<file path="config.mk">
export PLATFORM = sky130hd
export DESIGN_NAME = elgamal_modular_crypto_core
export DESIGN_NICKNAME = d
export VERILOG_FILES = /design/src/sv/emc_pkg.sv /design/src/sv/emc_modmul.sv /design/src/sv/emc_divider.sv /design/src/sv/emc_datapath.sv /design/src/sv/emc_ctrl.sv /design/src/sv/elgamal_modular_crypto_core.sv
export SDC_FILE = /design/constraint.sdc
export NUM_CORES = 2
export LEC_CHECK = 0
export BUFFER_PORTS_ARGS = -buffer_cell sky130_fd_sc_hd__buf_2
export CORE_MARGIN = 8
export CORE_UTILIZATION = 45
export CTS_CLUSTER_SIZE = 24
export DETAILED_ROUTE_END_ITERATION = 12
export MAX_ROUTING_LAYER = met4
export PLACE_DENSITY_LB_ADDON = 0.05
export REMOVE_ABC_BUFFERS = 1
export SYNTH_ARGS = -nofsm -noshare
export SYNTH_HDL_FRONTEND = slang
export SYNTH_SLANG_ARGS = --single-unit
</file>
<file path="constraint.sdc">
create_clock -name clk -period 10.2 [get_ports clk]
set_input_delay 1.02 -clock clk [delete_from_list [all_inputs] [get_ports clk]]
set_output_delay 1.02 -clock clk [all_outputs]
set_load 0.005 [all_outputs]
</file>
<file path="src/sv/emc_pkg.sv">
`timescale 1ns / 1ps
// ----------------------------------------------------------------------------
// emc_pkg
// Shared types, codes and command encodings of the ElGamal engine.
// ----------------------------------------------------------------------------
package emc_pkg;

	localparam int FIELD_BITS = 32;

	localparam logic [1:0] OP_PUBLIC  = 2'd0;
	localparam logic [1:0] OP_ENCRYPT = 2'd1;
	localparam logic [1:0] OP_DECRYPT = 2'd2;
	localparam logic [1:0] OP_UNUSED  = 2'd3;

	localparam logic [1:0] CFG_MODULUS   = 2'd0;
	localparam logic [1:0] CFG_GENERATOR = 2'd1;
	localparam logic [1:0] CFG_PRIVATE   = 2'd2;

	typedef struct packed {
		logic [1:0]            operation;
		logic [FIELD_BITS-1:0] nonce;
		logic [FIELD_BITS-1:0] message;
		logic [FIELD_BITS-1:0] cipher_first;
		logic [FIELD_BITS-1:0] cipher_second;
	} in_word_t;

	typedef struct packed {
		logic [FIELD_BITS-1:0] value_first;
		logic [FIELD_BITS-1:0] value_second;
		logic [FIELD_BITS-1:0] shared_secret;
		logic                  error;
	} out_word_t;

	typedef enum logic [3:0] {
		C_NONE,
		C_LATCH,
		C_POW_SETUP,
		C_POW_MUL,
		C_POW_SQR,
		C_EXP_SHIFT,
		C_SAVE_Y,
		C_SAVE_KEY,
		C_SAVE_V1,
		C_ENC_V2,
		C_INV_INIT,
		C_DIV,
		C_INV_MUL,
		C_INV_STEP,
		C_DEC_V1,
		C_FINISH
	} cmd_code_t;

	typedef enum logic [1:0] {
		PS_GEN_PRIV,
		PS_Y_NONCE,
		PS_GEN_NONCE,
		PS_C1_PRIV
	} pow_sel_t;

	typedef enum logic [2:0] {
		D_BASE,
		D_ACC,
		D_V2,
		D_PROD,
		D_V1
	} mul_dst_t;

	typedef enum logic [2:0] {
		PH_PUB,
		PH_ENC_Y,
		PH_ENC_KEY,
		PH_ENC_V1,
		PH_DEC_KEY
	} phase_t;

	typedef enum logic [4:0] {
		S_IDLE,
		S_CHECK,
		S_POW_SETUP,
		S_POW_WSETUP,
		S_POW_TEST,
		S_POW_WMUL,
		S_POW_SHIFT,
		S_POW_SQTEST,
		S_POW_WSQR,
		S_POW_END,
		S_ENC_V2,
		S_ENC_WV2,
		S_INV_INIT,
		S_INV_TEST,
		S_INV_WDIV,
		S_INV_MUL,
		S_INV_WMUL,
		S_INV_STEP,
		S_DEC_WV1,
		S_FIN
	} state_t;

	typedef struct packed {
		cmd_code_t code;
		pow_sel_t  pow_sel;
	} cmd_t;

	typedef struct packed {
		logic [1:0] op;
		logic       q_small;
		logic       exp_zero;
		logic       exp_lsb;
		logic       r1_gt1;
		logic       r1_zero;
		logic       mul_done;
		logic       div_done;
		logic       out_busy;
	} status_t;

endpackage

</file>
<file path="src/sv/emc_modmul.sv">
`timescale 1ns / 1ps
// ----------------------------------------------------------------------------
// emc_modmul
// Bit-serial modular multiplier, MSB first, one bit of b per cycle.
// Requires a < q; b may be any value, so a = 1 reduces b modulo q.
// ----------------------------------------------------------------------------
module emc_modmul #(
	parameter int W = 32
) (
	input  logic         clk,
	input  logic         arst_n,
	input  logic         start,
	input  logic [W-1:0] a,
	input  logic [W-1:0] b,
	input  logic [W-1:0] q,
	output logic [W-1:0] result,
	output logic         done
);
	localparam int CW = $clog2(W);

	logic          busy_q;
	logic          done_q;
	logic [CW-1:0] cnt_q;
	logic [W-1:0]  acc_q;
	logic [W-1:0]  a_q;
	logic [W-1:0]  b_q;
	logic [W:0]    dbl;
	logic [W:0]    dbl_red;
	logic [W:0]    sum;
	logic [W:0]    sum_red;
	logic [W:0]    q_ext;

	always_comb begin
		q_ext   = {1'b0, q};
		dbl     = {acc_q, 1'b0};
		dbl_red = (dbl >= q_ext) ? dbl - q_ext : dbl;
		sum     = dbl_red + (b_q[W-1] ? {1'b0, a_q} : '0);
		sum_red = (sum >= q_ext) ? sum - q_ext : sum;
	end

	always_ff @(posedge clk or negedge arst_n) begin
		if (!arst_n) begin
			busy_q <= 1'b0;
			done_q <= 1'b0;
			cnt_q  <= '0;
		end else begin
			done_q <= 1'b0;
			if (start) begin
				busy_q <= 1'b1;
				cnt_q  <= CW'(W - 1);
			end else if (busy_q) begin
				cnt_q <= cnt_q - 1'b1;
				if (cnt_q == '0) begin
					busy_q <= 1'b0;
					done_q <= 1'b1;
				end
			end
		end
	end

	always_ff @(posedge clk) begin
		if (start) begin
			acc_q <= '0;
			a_q   <= a;
			b_q   <= b;
		end else if (busy_q) begin
			acc_q <= sum_red[W-1:0];
			b_q   <= {b_q[W-2:0], 1'b0};
		end
	end

	assign result = acc_q;
	assign done   = done_q;

endmodule

</file>
<file path="src/sv/emc_divider.sv">
`timescale 1ns / 1ps
// ----------------------------------------------------------------------------
// emc_divider
// Restoring divider, one quotient bit per cycle.
// ----------------------------------------------------------------------------
module emc_divider #(
	parameter int W = 32
) (
	input  logic         clk,
	input  logic         arst_n,
	input  logic         start,
	input  logic [W-1:0] dividend,
	input  logic [W-1:0] divisor,
	output logic [W-1:0] quotient,
	output logic [W-1:0] remainder,
	output logic         done
);
	localparam int CW = $clog2(W);

	logic          busy_q;
	logic          done_q;
	logic [CW-1:0] cnt_q;
	logic [W-1:0]  n_q;
	logic [W-1:0]  rem_q;
	logic [W-1:0]  d_q;
	logic [W:0]    trial;
	logic          fits;

	always_comb begin
		trial = {rem_q, n_q[W-1]};
		fits  = (trial >= {1'b0, d_q});
	end

	always_ff @(posedge clk or negedge arst_n) begin
		if (!arst_n) begin
			busy_q <= 1'b0;
			done_q <= 1'b0;
			cnt_q  <= '0;
		end else begin
			done_q <= 1'b0;
			if (start) begin
				busy_q <= 1'b1;
				cnt_q  <= CW'(W - 1);
			end else if (busy_q) begin
				cnt_q <= cnt_q - 1'b1;
				if (cnt_q == '0) begin
					busy_q <= 1'b0;
					done_q <= 1'b1;
				end
			end
		end
	end

	always_ff @(posedge clk) begin
		if (start) begin
			n_q   <= dividend;
			rem_q <= '0;
			d_q   <= divisor;
		end else if (busy_q) begin
			n_q   <= {n_q[W-2:0], fits};
			rem_q <= fits ? W'(trial - {1'b0, d_q}) : trial[W-1:0];
		end
	end

	assign quotient  = n_q;
	assign remainder = rem_q;
	assign done      = done_q;

endmodule

</file>
<file path="src/sv/emc_datapath.sv">
`timescale 1ns / 1ps
// ----------------------------------------------------------------------------
// emc_datapath
// Configuration, working registers, multiplier, divider and output word.
// ----------------------------------------------------------------------------
module emc_datapath #(
	parameter int W = 32
) (
	input  logic              clk,
	input  logic              arst_n,
	input  emc_pkg::cmd_t     cmd,
	output emc_pkg::status_t  status,
	input  emc_pkg::in_word_t in_data,
	input  logic              cfg_we,
	input  logic [1:0]        cfg_index,
	input  logic [W-1:0]      cfg_data,
	output logic              out_valid,
	input  logic              out_stall,
	output emc_pkg::out_word_t out_data
);
	logic [W-1:0] mod_q, gen_q, priv_q;
	logic [1:0]   op_q;
	logic [W-1:0] nonce_q, msg_q, c1_q, c2_q;
	logic [W-1:0] base_q, exp_q, acc_q, y_q, key_q, v1_q, v2_q, prod_q;
	logic [W-1:0] r0_q, r1_q, t0_q, t1_q;
	emc_pkg::mul_dst_t mul_dst_q;
	logic         out_valid_q;
	emc_pkg::out_word_t out_q;
	emc_pkg::out_word_t fin_word;

	logic         mul_start, div_start, mul_done, div_done;
	logic [W-1:0] mul_a, mul_b, mul_res, quo, rem;
	logic [W-1:0] pow_base, pow_exp, t_next;
	logic         q_small;

	emc_modmul #(.W(W)) u_mul (
		.clk(clk), .arst_n(arst_n), .start(mul_start), .a(mul_a), .b(mul_b),
		.q(mod_q), .result(mul_res), .done(mul_done)
	);

	emc_divider #(.W(W)) u_div (
		.clk(clk), .arst_n(arst_n), .start(div_start), .dividend(r0_q),
		.divisor(r1_q), .quotient(quo), .remainder(rem), .done(div_done)
	);

	assign q_small = (mod_q < W'(2));
	assign t_next  = t0_q - prod_q + ((t0_q < prod_q) ? mod_q : '0);

	always_comb begin
		unique case (cmd.pow_sel)
			emc_pkg::PS_GEN_PRIV:  begin pow_base = gen_q; pow_exp = priv_q;  end
			emc_pkg::PS_Y_NONCE:   begin pow_base = y_q;   pow_exp = nonce_q; end
			emc_pkg::PS_GEN_NONCE: begin pow_base = gen_q; pow_exp = nonce_q; end
			emc_pkg::PS_C1_PRIV:   begin pow_base = c1_q;  pow_exp = priv_q;  end
			default:               begin pow_base = gen_q; pow_exp = priv_q;  end
		endcase
	end

	always_comb begin
		mul_start = 1'b0;
		div_start = 1'b0;
		mul_a     = W'(1);
		mul_b     = '0;
		unique case (cmd.code)
			emc_pkg::C_POW_SETUP: begin mul_start = 1'b1; mul_b = pow_base; end
			emc_pkg::C_POW_MUL: begin
				mul_start = 1'b1; mul_a = acc_q; mul_b = base_q;
			end
			emc_pkg::C_POW_SQR: begin
				mul_start = 1'b1; mul_a = base_q; mul_b = base_q;
			end
			emc_pkg::C_ENC_V2: begin
				mul_start = 1'b1; mul_a = key_q; mul_b = msg_q;
			end
			emc_pkg::C_INV_MUL: begin
				mul_start = 1'b1; mul_a = t1_q; mul_b = quo;
			end
			emc_pkg::C_DEC_V1: begin
				mul_start = 1'b1; mul_a = t1_q; mul_b = c2_q;
			end
			emc_pkg::C_DIV: div_start = 1'b1;
			default: ;
		endcase
	end

	always_comb begin
		fin_word = '0;
		if (q_small) begin
			fin_word.error = (op_q == emc_pkg::OP_DECRYPT);
		end else begin
			case (op_q)
				emc_pkg::OP_PUBLIC: fin_word.value_first = 32'(v1_q);
				emc_pkg::OP_ENCRYPT: begin
					fin_word.value_first   = 32'(v1_q);
					fin_word.value_second  = 32'(v2_q);
					fin_word.shared_secret = 32'(key_q);
				end
				emc_pkg::OP_DECRYPT: begin
					fin_word.shared_secret = 32'(key_q);
					fin_word.error         = (r1_q == '0);
					fin_word.value_first   = (r1_q == '0) ? '0 : 32'(v1_q);
				end
				default: ;
			endcase
		end
	end

	always_ff @(posedge clk or negedge arst_n) begin
		if (!arst_n) begin
			mod_q       <= W'(2);
			gen_q       <= '0;
			priv_q      <= '0;
			out_valid_q <= 1'b0;
		end else begin
			if (cfg_we) begin
				unique case (cfg_index)
					emc_pkg::CFG_MODULUS:   mod_q  <= cfg_data;
					emc_pkg::CFG_GENERATOR: gen_q  <= cfg_data;
					emc_pkg::CFG_PRIVATE:   priv_q <= cfg_data;
					default: ;
				endcase
			end
			if (cmd.code == emc_pkg::C_FINISH)
				out_valid_q <= 1'b1;
			else if (!out_stall)
				out_valid_q <= 1'b0;
		end
	end

	always_ff @(posedge clk) begin
		if (mul_done) begin
			unique case (mul_dst_q)
				emc_pkg::D_BASE: base_q <= mul_res;
				emc_pkg::D_ACC:  acc_q  <= mul_res;
				emc_pkg::D_V2:   v2_q   <= mul_res;
				emc_pkg::D_PROD: prod_q <= mul_res;
				emc_pkg::D_V1:   v1_q   <= mul_res;
				default: ;
			endcase
		end
		unique case (cmd.code)
			emc_pkg::C_LATCH: begin
				op_q    <= in_data.operation;
				nonce_q <= W'(in_data.nonce);
				msg_q   <= W'(in_data.message);
				c1_q    <= W'(in_data.cipher_first);
				c2_q    <= W'(in_data.cipher_second);
			end
			emc_pkg::C_POW_SETUP: begin
				mul_dst_q <= emc_pkg::D_BASE;
				exp_q     <= pow_exp;
				acc_q     <= W'(1);
			end
			emc_pkg::C_POW_MUL:   mul_dst_q <= emc_pkg::D_ACC;
			emc_pkg::C_POW_SQR:   mul_dst_q <= emc_pkg::D_BASE;
			emc_pkg::C_ENC_V2:    mul_dst_q <= emc_pkg::D_V2;
			emc_pkg::C_INV_MUL:   mul_dst_q <= emc_pkg::D_PROD;
			emc_pkg::C_DEC_V1:    mul_dst_q <= emc_pkg::D_V1;
			emc_pkg::C_EXP_SHIFT: exp_q <= exp_q >> 1;
			emc_pkg::C_SAVE_Y:    y_q   <= acc_q;
			emc_pkg::C_SAVE_KEY:  key_q <= acc_q;
			emc_pkg::C_SAVE_V1:   v1_q  <= acc_q;
			emc_pkg::C_INV_INIT: begin
				r0_q <= mod_q;
				r1_q <= key_q;
				t0_q <= '0;
				t1_q <= W'(1);
			end
			emc_pkg::C_INV_STEP: begin
				r0_q <= r1_q;
				r1_q <= rem;
				t0_q <= t1_q;
				t1_q <= t_next;
			end
			emc_pkg::C_FINISH: out_q <= fin_word;
			default: ;
		endcase
	end

	always_comb begin
		status          = '0;
		status.op       = op_q;
		status.q_small  = q_small;
		status.exp_zero = (exp_q == '0);
		status.exp_lsb  = exp_q[0];
		status.r1_gt1   = (r1_q > W'(1));
		status.r1_zero  = (r1_q == '0);
		status.mul_done = mul_done;
		status.div_done = div_done;
		status.out_busy = out_valid_q && out_stall;
	end

	assign out_valid = out_valid_q;
	assign out_data  = out_q;

	a_finish_free: assert property (@(posedge clk) disable iff (!arst_n)
		(cmd.code == emc_pkg::C_FINISH) |-> !(out_valid_q && out_stall))
		else $error("result word overwritten while stalled");
	a_mul_reduced: assert property (@(posedge clk) disable iff (!arst_n)
		(mul_done && !q_small) |-> (mul_res < mod_q))
		else $error("multiplier result not reduced");
	a_div_rem: assert property (@(posedge clk) disable iff (!arst_n)
		(div_done && (r1_q != '0)) |-> (rem < r1_q))
		else $error("divider remainder out of range");

endmodule

</file>
<file path="src/sv/emc_ctrl.sv">
`timescale 1ns / 1ps
// ----------------------------------------------------------------------------
// emc_ctrl
// Sequencer for exponentiation, encryption, Euclid inversion and decryption.
// ----------------------------------------------------------------------------
module emc_ctrl (
	input  logic             clk,
	input  logic             arst_n,
	input  logic             in_valid,
	output logic             in_stall,
	input  emc_pkg::status_t status,
	output emc_pkg::cmd_t    cmd
);
	emc_pkg::state_t state_q, state_d;
	emc_pkg::phase_t phase_q, phase_d;

	always_ff @(posedge clk or negedge arst_n) begin
		if (!arst_n) begin
			state_q <= emc_pkg::S_IDLE;
			phase_q <= emc_pkg::PH_PUB;
		end else begin
			state_q <= state_d;
			phase_q <= phase_d;
		end
	end

	always_comb begin
		state_d     = state_q;
		phase_d     = phase_q;
		cmd.code    = emc_pkg::C_NONE;
		cmd.pow_sel = emc_pkg::PS_GEN_PRIV;
		unique case (phase_q)
			emc_pkg::PH_ENC_KEY: cmd.pow_sel = emc_pkg::PS_Y_NONCE;
			emc_pkg::PH_ENC_V1:  cmd.pow_sel = emc_pkg::PS_GEN_NONCE;
			emc_pkg::PH_DEC_KEY: cmd.pow_sel = emc_pkg::PS_C1_PRIV;
			default:             cmd.pow_sel = emc_pkg::PS_GEN_PRIV;
		endcase
		unique case (state_q)
			emc_pkg::S_IDLE: begin
				if (in_valid) begin
					cmd.code = emc_pkg::C_LATCH;
					state_d  = emc_pkg::S_CHECK;
				end
			end
			emc_pkg::S_CHECK: begin
				if (status.q_small || status.op == emc_pkg::OP_UNUSED)
					state_d = emc_pkg::S_FIN;
				else begin
					state_d = emc_pkg::S_POW_SETUP;
					case (status.op)
						emc_pkg::OP_ENCRYPT: phase_d = emc_pkg::PH_ENC_Y;
						emc_pkg::OP_DECRYPT: phase_d = emc_pkg::PH_DEC_KEY;
						default:             phase_d = emc_pkg::PH_PUB;
					endcase
				end
			end
			emc_pkg::S_POW_SETUP: begin
				cmd.code = emc_pkg::C_POW_SETUP;
				state_d  = emc_pkg::S_POW_WSETUP;
			end
			emc_pkg::S_POW_WSETUP: if (status.mul_done) state_d = emc_pkg::S_POW_TEST;
			emc_pkg::S_POW_TEST: begin
				if (status.exp_zero)
					state_d = emc_pkg::S_POW_END;
				else if (status.exp_lsb) begin
					cmd.code = emc_pkg::C_POW_MUL;
					state_d  = emc_pkg::S_POW_WMUL;
				end else
					state_d = emc_pkg::S_POW_SHIFT;
			end
			emc_pkg::S_POW_WMUL: if (status.mul_done) state_d = emc_pkg::S_POW_SHIFT;
			emc_pkg::S_POW_SHIFT: begin
				cmd.code = emc_pkg::C_EXP_SHIFT;
				state_d  = emc_pkg::S_POW_SQTEST;
			end
			emc_pkg::S_POW_SQTEST: begin
				if (status.exp_zero)
					state_d = emc_pkg::S_POW_END;
				else begin
					cmd.code = emc_pkg::C_POW_SQR;
					state_d  = emc_pkg::S_POW_WSQR;
				end
			end
			emc_pkg::S_POW_WSQR: if (status.mul_done) state_d = emc_pkg::S_POW_TEST;
			emc_pkg::S_POW_END: begin
				unique case (phase_q)
					emc_pkg::PH_ENC_Y: begin
						cmd.code = emc_pkg::C_SAVE_Y;
						phase_d  = emc_pkg::PH_ENC_KEY;
						state_d  = emc_pkg::S_POW_SETUP;
					end
					emc_pkg::PH_ENC_KEY: begin
						cmd.code = emc_pkg::C_SAVE_KEY;
						phase_d  = emc_pkg::PH_ENC_V1;
						state_d  = emc_pkg::S_POW_SETUP;
					end
					emc_pkg::PH_ENC_V1: begin
						cmd.code = emc_pkg::C_SAVE_V1;
						state_d  = emc_pkg::S_ENC_V2;
					end
					emc_pkg::PH_DEC_KEY: begin
						cmd.code = emc_pkg::C_SAVE_KEY;
						state_d  = emc_pkg::S_INV_INIT;
					end
					default: begin
						cmd.code = emc_pkg::C_SAVE_V1;
						state_d  = emc_pkg::S_FIN;
					end
				endcase
			end
			emc_pkg::S_ENC_V2: begin
				cmd.code = emc_pkg::C_ENC_V2;
				state_d  = emc_pkg::S_ENC_WV2;
			end
			emc_pkg::S_ENC_WV2: if (status.mul_done) state_d = emc_pkg::S_FIN;
			emc_pkg::S_INV_INIT: begin
				cmd.code = emc_pkg::C_INV_INIT;
				state_d  = emc_pkg::S_INV_TEST;
			end
			emc_pkg::S_INV_TEST: begin
				if (status.r1_gt1) begin
					cmd.code = emc_pkg::C_DIV;
					state_d  = emc_pkg::S_INV_WDIV;
				end else if (status.r1_zero)
					state_d = emc_pkg::S_FIN;
				else begin
					cmd.code = emc_pkg::C_DEC_V1;
					state_d  = emc_pkg::S_DEC_WV1;
				end
			end
			emc_pkg::S_INV_WDIV: if (status.div_done) state_d = emc_pkg::S_INV_MUL;
			emc_pkg::S_INV_MUL: begin
				cmd.code = emc_pkg::C_INV_MUL;
				state_d  = emc_pkg::S_INV_WMUL;
			end
			emc_pkg::S_INV_WMUL: if (status.mul_done) state_d = emc_pkg::S_INV_STEP;
			emc_pkg::S_INV_STEP: begin
				cmd.code = emc_pkg::C_INV_STEP;
				state_d  = emc_pkg::S_INV_TEST;
			end
			emc_pkg::S_DEC_WV1: if (status.mul_done) state_d = emc_pkg::S_FIN;
			emc_pkg::S_FIN: begin
				if (!status.out_busy) begin
					cmd.code = emc_pkg::C_FINISH;
					state_d  = emc_pkg::S_IDLE;
				end
			end
			default: state_d = emc_pkg::S_IDLE;
		endcase
	end

	assign in_stall = (state_q != emc_pkg::S_IDLE);

endmodule

</file>
<file path="src/sv/elgamal_modular_crypto_core.sv">
`timescale 1ns / 1ps
// ----------------------------------------------------------------------------
// elgamal_modular_crypto_core
// ElGamal public key, encryption and decryption over a configured modulus.
// ----------------------------------------------------------------------------
// One request at a time. Every modular multiply runs on a bit-serial
// multiplier, so that unit sets the rate: a public key needs up to
// 2*WORD_BITS multiplies, encrypt up to 6*WORD_BITS+1, decrypt up to
// 2*WORD_BITS exponent multiplies plus, per Euclid round, one division
// and one multiply. The input is taken only between requests; a finished
// result waits in the output register while the next request runs.
module elgamal_modular_crypto_core #(
	parameter int WORD_BITS = 32
) (
	input  logic                clk,
	input  logic                arst_n,
	input  logic                in_valid,
	output logic                in_stall,
	input  emc_pkg::in_word_t   in_data,
	output logic                out_valid,
	input  logic                out_stall,
	output emc_pkg::out_word_t  out_data,
	input  logic                cfg_we,
	input  logic [1:0]          cfg_index,
	input  logic [WORD_BITS-1:0] cfg_data
);
	emc_pkg::cmd_t    cmd;
	emc_pkg::status_t status;

	emc_ctrl u_ctrl (
		.clk(clk), .arst_n(arst_n), .in_valid(in_valid), .in_stall(in_stall),
		.status(status), .cmd(cmd)
	);

	emc_datapath #(.W(WORD_BITS)) u_dp (
		.clk(clk), .arst_n(arst_n), .cmd(cmd), .status(status),
		.in_data(in_data), .cfg_we(cfg_we), .cfg_index(cfg_index),
		.cfg_data(cfg_data), .out_valid(out_valid), .out_stall(out_stall),
		.out_data(out_data)
	);

endmodule
</file>
# --- After elaboration in Yosys (flattened, before gate mapping) ---
# Index checks and enable logic that the tools add are counted.
totals:
  reg_bits: 925
  in_bits: 169
  output_inout_bits: 99
  word_cells: 237
op_classes:
  n_addsub: 8
  n_lt_le_gt_ge: 6
  n_eq_ne: 60
  n_mux: 75
  n_bitwise: 2
  n_reduce_logical: 46
op_table:
  columns: ["op", "n"]
  rows:
  - ["$pmux W32 S2", 7]
  - ["$mux W32", 12]
  - ["$pmux W32 S5", 1]
  - ["$pmux W32 S4", 1]
  - ["$ge A33 B32 Y1", 3]
  - ["$pmux W32 S3", 1]
  - ["$sub A32 B32 Y32", 3]
  - ["$pmux W5 S17", 1]
  - ["$mux W5", 14]
  - ["$logic_not A32 Y1", 2]
  - ["$pmux W4 S12", 1]
  - ["$eq A5 B4 Y1 const B", 8]
  - ["$add A33 B32 Y33", 1]
  - ["$mux W33", 1]
  - ["$sub A33 B32 Y33", 1]
  - ["$add A32 B32 Y32", 1]
  - ["$eq A4 B4 Y1 const B", 8]
  - ["$gt A32 B1 Y1 const B", 1]
  - ["$lt A32 B2 Y1 const B", 1]
  - ["$lt A32 B32 Y1", 1]
  - ["$reduce_or A2 Y1", 15]
  - ["$mux W1", 21]
  - ["$eq A5 B3 Y1 const B", 4]
  - ["$eq A5 B5 Y1 const B", 4]
  - ["34 further kinds", 84]

# --- Logic depth before layout (Yosys ltp) ---
depth:
  depth_word: 8
  ltp_mapped: 37
  mapped_depth_nobuf: 33

# --- Cells and area by module ---
# From an unflattened synthesis, not the netlist that was laid out.
unflattened:
  cells_unflattened: 4277
  hier_area_um2: 47905.9
modules_own_cells:
  columns: ["module", "n_inst", "cells_per_inst", "area_each_um2", "seq_area_each_um2"]
  rows:
  - ["emc_datapath", 1, 2436, 31161.1, 20546.0]
  - ["emc_modmul", 1, 1105, 9551.7, 2737.6]
  - ["emc_divider", 1, 587, 6084.6, 2737.6]
  - ["emc_ctrl", 1, 149, 1108.6, 200.2]

# --- Worst setup path before layout ---
# No wires, ideal clock.
synth_path:
  path_kind: "reg2reg"
  from: "reg u_ctrl.state_q[3]"
  to: "reg u_dp.u_mul.a_q[0] (enable)"
  setup_ns: 0.402
  arrival_ns: 7.726
  required_ns: 9.798
  slack_ns: 2.072
  path_stages_with_launch: 11
  n_path_buf: 3
  period_less_slack_ns: 8.128
  path_cell_list: "dfrtp_1 clkbuf_1 nor2_1 nand4_1 a21oi_1 nor3_1 and4_1 a21boi_1 buf_2 buf_1 inv_1"
synth_between:
  elab_chain_len: 5
  word_cells_on_any_way: 21
  cone_classes: "eq/ne: 17; mux: 2; reduce/logical: 2"
synth_rtl:
  columns: ["element", "line", "source"]
  rows:
  - ["start, declared", "emc_ctrl.sv:14", "emc_pkg::state_t state_q, state_d;"]
  - ["start signal, assigned", "emc_ctrl.sv:19", "state_q <= emc_pkg::S_IDLE;"]
  - ["start signal, assigned", "emc_ctrl.sv:22", "state_q <= state_d;"]
  - ["$eq A5 B5 Y1, or another cell as far along", "emc_ctrl.sv:38", "unique case (state_q)"]
  - ["$pmux W4 S12 (*)", "emc_ctrl.sv:38", null]
  - ["$eq A4 B2 Y1, or another cell as far along", "emc_datapath.sv:64", "unique case (cmd.code)"]
  - ["$reduce_or A6 Y1 (no line) (*)", null, null]
  - ["$mux W1 (*)", "emc_datapath.sv:64", null]
  - ["end signal, assigned", "emc_modmul.sv:64", "a_q <= a;"]
  - ["end, declared", "emc_modmul.sv:25", "logic [W-1:0] a_q;"]
# Mark *: on every way between the ends. The rest lies on a longest branch, timed or not.
# A chain may end at the register's enable or synchronous reset.

# --- Final worst setup path ---
layout_path:
  from: "reg u_dp.mod_q[1]"
  to: "reg u_dp.u_mul.acc_q[0], in the netlist u_dp.u_mul.result[0]"
layout_between:
  elab_chain_len: 5
  word_cells_on_any_way: 7
  cone_classes: "add/sub: 3; order compare: 2; mux: 2"
layout_rtl:
  columns: ["element", "line", "source"]
  rows:
  - ["start, declared", "emc_datapath.sv:21", "logic [W-1:0] mod_q, gen_q, priv_q;"]
  - ["start signal, assigned", "emc_datapath.sv:117", "emc_pkg::CFG_MODULUS: mod_q <= cfg_data;"]
  - ["$sub A33 B32 Y33 / $ge A33 B32 Y1 (equally long branches)", "emc_modmul.sv:36", "dbl_red = (dbl >= q_ext) ? dbl - q_ext : dbl;"]
  - ["$mux W33", "emc_modmul.sv:36", null]
  - ["$add A33 B32 Y33", "emc_modmul.sv:37", "sum = dbl_red + (b_q[W-1] ? {1'b0, a_q} : '0);"]
  - ["$ge A33 B32 Y1 / $sub A32 B32 Y32 (equally long branches)", "emc_modmul.sv:38", "sum_red = (sum >= q_ext) ? sum - q_ext : sum;"]
  - ["$mux W32 (*)", "emc_modmul.sv:38", null]
  - ["end signal, assigned", "emc_modmul.sv:67", "acc_q <= sum_red[W-1:0];"]
  - ["end, declared", "emc_modmul.sv:24", "logic [W-1:0] acc_q;"]
# Marks and branches as above.

==> metrics.json <==
{
  "outcome": {
    "outcome": "finished, violations left",
    "failing_checks": "slew limit"
  },
  "final_layout": {
    "layout-drive-gt1-share": 0.141,
    "finalNonFillerCells": 5886,
    "area_delta_synth_final_pct": 13.7,
    "number_of_flip_flops_under_the_largest_register_name": 97,
    "design.final.nets": 4833
  },
  "worst_setup_path": {
    "crit_slowest_cell": "o41ai_2",
    "start_kind": "register",
    "slowest_delay_ps": 670,
    "critical_path.most_common_cell": "a21oi_1",
    "crit_arrival_ps": 9820,
    "critical_path_maximum_fanout": 32,
    "cp_data_required_time_ps": 10810,
    "setup.worst_path.class": "reg -> reg",
    "end_kind": "register"
  },
  "floorplanning": {
    "die-width_um": 337,
    "rows": 117,
    "dieArea_um2": 113000,
    "coreArea_um2": 102000,
    "fp.dieH_um": 337,
    "top_level_ports": 268,
    "floorplan.initialDensity": 0.455
  },
  "logic_synthesis": {
    "yosys-mux-area-fraction": 0.0393,
    "post-synth-top-area-fraction": 0.460,
    "syn-mean-instance-area_um2": 11.1,
    "async_flop_share": 0.129,
    "synth-seq-cells": 925,
    "synth_area_leaders": "edfxtp_1 46%, dfrtp_1 6.4%, ha_1 5.5%, nand2_1 4.8%, dfxtp_1 4.1%",
    "yosysSeqAreaShare": 0.566,
    "synthCells": 4175,
    "share_of_synthesized_cell_area_in_and_or_nand_and_nor_gates": 0.127,
    "synth_xor_area_frac": 0.0278,
    "postSynth.topFlopCell": "edfxtp_1",
    "share_of_the_synthesized_area_in_compound_gates_ao_oa_aoi_oai": 0.132,
    "synthDistinctLibCells": 87,
    "synth_edf_count": 710,
    "yosysWarnings": 0,
    "main_combinational_cell_family_by_area_after_synthesis": "compound AO/OA/AOI/OAI gates",
    "yosys.area.top_type": "edfxtp_1",
    "post_synth_fa_ha_maj_area_fraction": 0.0697,
    "synthesis.area_um2": 46300
  },
  "power_and_ir_drop": {
    "leakagePower_nw": 21.3,
    "power.share.sequential": 0.276,
    "power_density_nw_per_um2": 394,
    "ir_drop_worst_vdd_mv": 0.609,
    "net-switching-power_mw": 9.01,
    "clock_power_share": 0.178,
    "sw_frac_of_total": 0.434,
    "power.share.combinational": 0.546,
    "power.internal_mw": 11.7
  },
  "detailed_routing": {
    "detail_route.drc_violations": 0,
    "route.detailed.vias_per_inst": 5.83,
    "antenna_violating_nets_post_route": 0,
    "detailroute.via_count": 34300,
    "iteration_0_drc_markers": 3808,
    "routedWlPerCell_um": 27.6,
    "drt-total-wl_um": 163000,
    "detailedRoute.firstPassIterationCount": 8
  },
  "timing": {
    "rsz_0062_raised_after_global_routing": "no",
    "finalSetupViolations": 0,
    "slew_viol_final": 2,
    "slew_of_the_pin_with_the_lowest_slew_margin_ps": 1510,
    "timing.clock.skew_ps": 39.1,
    "layout_min_cycle_time_ps": 9220,
    "worst_hold_slack_ps": 258,
    "tns_ps": 0,
    "timing_hold_violations_final": 0,
    "fin_crit_sh": 0.904,
    "timing.max_slew.rel_slack": -0.00840,
    "clock.fmax_ghz": 0.108
  },
  "global_route": {
    "met2_layer_usage_reported_by_global_route": 0.400,
    "grt_start_max_net_pins": 129,
    "grt_use_total": 0.289,
    "grt_pass1_wl_um": 233000,
    "grt_pass1_vias": 32900,
    "grt.overflow.total": 0,
    "gr-max-usage-layer": "met1",
    "groute.layer.met1.usage": 0.425,
    "gr-usage-met3": 0.0656,
    "antenna_found_initial": 8
  },
  "clock_tree": {
    "postCtsHoldBufs": 0,
    "cts_setup_buffers": 0,
    "clk_transition_reported_paths_ps": 70,
    "ctsResizeCount": 0,
    "clock_tree_root": "clkbuf_16",
    "cts_max_path_buffers": 3,
    "clkSinkCount": 925,
    "total_cts_buffers": 103,
    "htree_num_levels": 3,
    "tritoncts": "built",
    "worstSkewPairLatency_ps": 710
  },
  "worst_hold_path": {
    "min_path_type": "in -> async"
  },
  "place": {
    "dp_hpwl_um": 120000,
    "dpl.cell_count": 5690,
    "io_buffers": 267,
    "place.gp.congestion": 0.930
  },
  "flow_run": {
    "cap_violations": 0
  }
}
-- per-stage QoR --
stage | utilization | total power, mW | setup slack [ps] | area, um2
floorplan | - | 13.8 | -1750 | 45600
global placement | 0.484 | 17.0 | 1220 | 49300
detailed placement | 0.484 | 16.9 | 1140 | 49300
CTS | 0.517 | 20.7 | 1010 | 52700
global route | 0.517 | 22.1 | 420 | 52700
finish | 0.517 | 20.7 | 981 | 52700
-- final timing paths --
kind	startpoint	end	slack, ps	cells after the start
setup reg to reg	u_dp.mod_q[1]	u_dp.u_mul.result[0]	980	32
hold / removal	arst_n	u_dp.u_div.cnt_q[4]	260	1
max in group asynchronous	arst_n	u_dp.u_mul.busy_q	8780	2
min in group clk	u_dp.r1_q[13]	u_dp.u_div.d_q[13]	480	0
setup / recovery	u_dp.mod_q[1]	u_dp.u_mul.result[0]	980	32
hold reg to reg	u_dp.r1_q[13]	u_dp.u_div.d_q[13]	480	0
-- Yosys cell counts, types with 7 or more instances --
library cell,number
nand3_1,43
nor4_1,27
nand2b_1,29
edfxtp_1,710
ha_1,202
xnor2_1,88
clkbuf_1,162
o21a_1,20
or2_2,7
nor3b_1,7
a211o_1,7
and2_1,168
o21bai_1,23
o211ai_1,25
buf_1,10
a31oi_1,35
nor2b_1,30
nand2_1,596
dfrtp_1,118
a222oi_1,64
mux2_2,103
a21oi_1,293
xor2_1,57
a21o_1,74
nor2_1,215
nor3_1,44
o31ai_1,9
fa_1,35
and4_1,8
nand4_1,29
a211oi_1,55
a2111oi_0,7
or3_1,13
a22oi_1,34
dfxtp_1,96
inv_1,282
mux2i_1,64
o21ai_0,251
a21boi_0,7
and3_1,29
-- area by class of cell --
type / instances / area (um2)
fillers: 9237 / 49200
well taps: 1368 / 1710
clock inverters: 46 / 390
inverters: 283 / 1060
clock buffers: 149 / 2940
diodes: 1 / 2.50
flip-flops and latches: 925 / 26200
multi-input cells: 2784 / 18500
repair buffers: 330 / 1830
-- power by group through the flow --
stage	registers [mW]	clock network [mW]	logic, mW
floorplan	5.55	0	8.22
global placement	5.76	0	11.2
detailed placement	5.76	0	11.2
CTS	5.70	3.75	11.2
global route	5.78	3.89	12.5
finish	5.73	3.69	11.3
-- cells in the final DEF (no fill, tap or decap), types with 96 or more instances in the layout --
cell type / Yosys / final
edfxtp_1: 710 / 710
nand2_1: 596 / 594
a21oi_1: 293 / 290
inv_1: 282 / 281
buf_2: 6 / 266
o21ai_0: 251 / 251
nor2_1: 215 / 209
ha_1: 202 / 200
and2_1: 168 / 168
dfrtp_1: 118 / 117
clkbuf_16: 0 / 106
mux2_2: 103 / 103
dfxtp_1: 96 / 96
-- cell families (layout without fill, tap and decap cells) --
group / Yosys count / in the layout
AO/OA/AOI/OAI: 967 / 967
XOR/XNOR: 146 / 146
adder cells (fa/ha/maj): 237 / 237
buffers and inverters: 466 / 808
flip-flops: 925 / 925
multiplexers: 168 / 168
other: 0 / 1
AND/OR/NAND/NOR: 1266 / 1266
-- critical path, delay by kind of cell (launching register included) --
kind                       cells  cell delay, ps
buffers and inverters          3             780
xor gates and xnor gates       1             200
and+or+nand+nor                7            1210
DFF                            1             600
adders and majority gates      3            1070
AOI/OAI and AO/OA             17            4760
muxes                          1             400
-- metal layers --
metal  routed length (um)  up-vias
met2                67500     1467
met1                74600    17100
met5                    0        -
met3                15900      189
li1                     -    15600
met4                 4660        0
No activity file was read; power rests on OpenSTA's default activity.
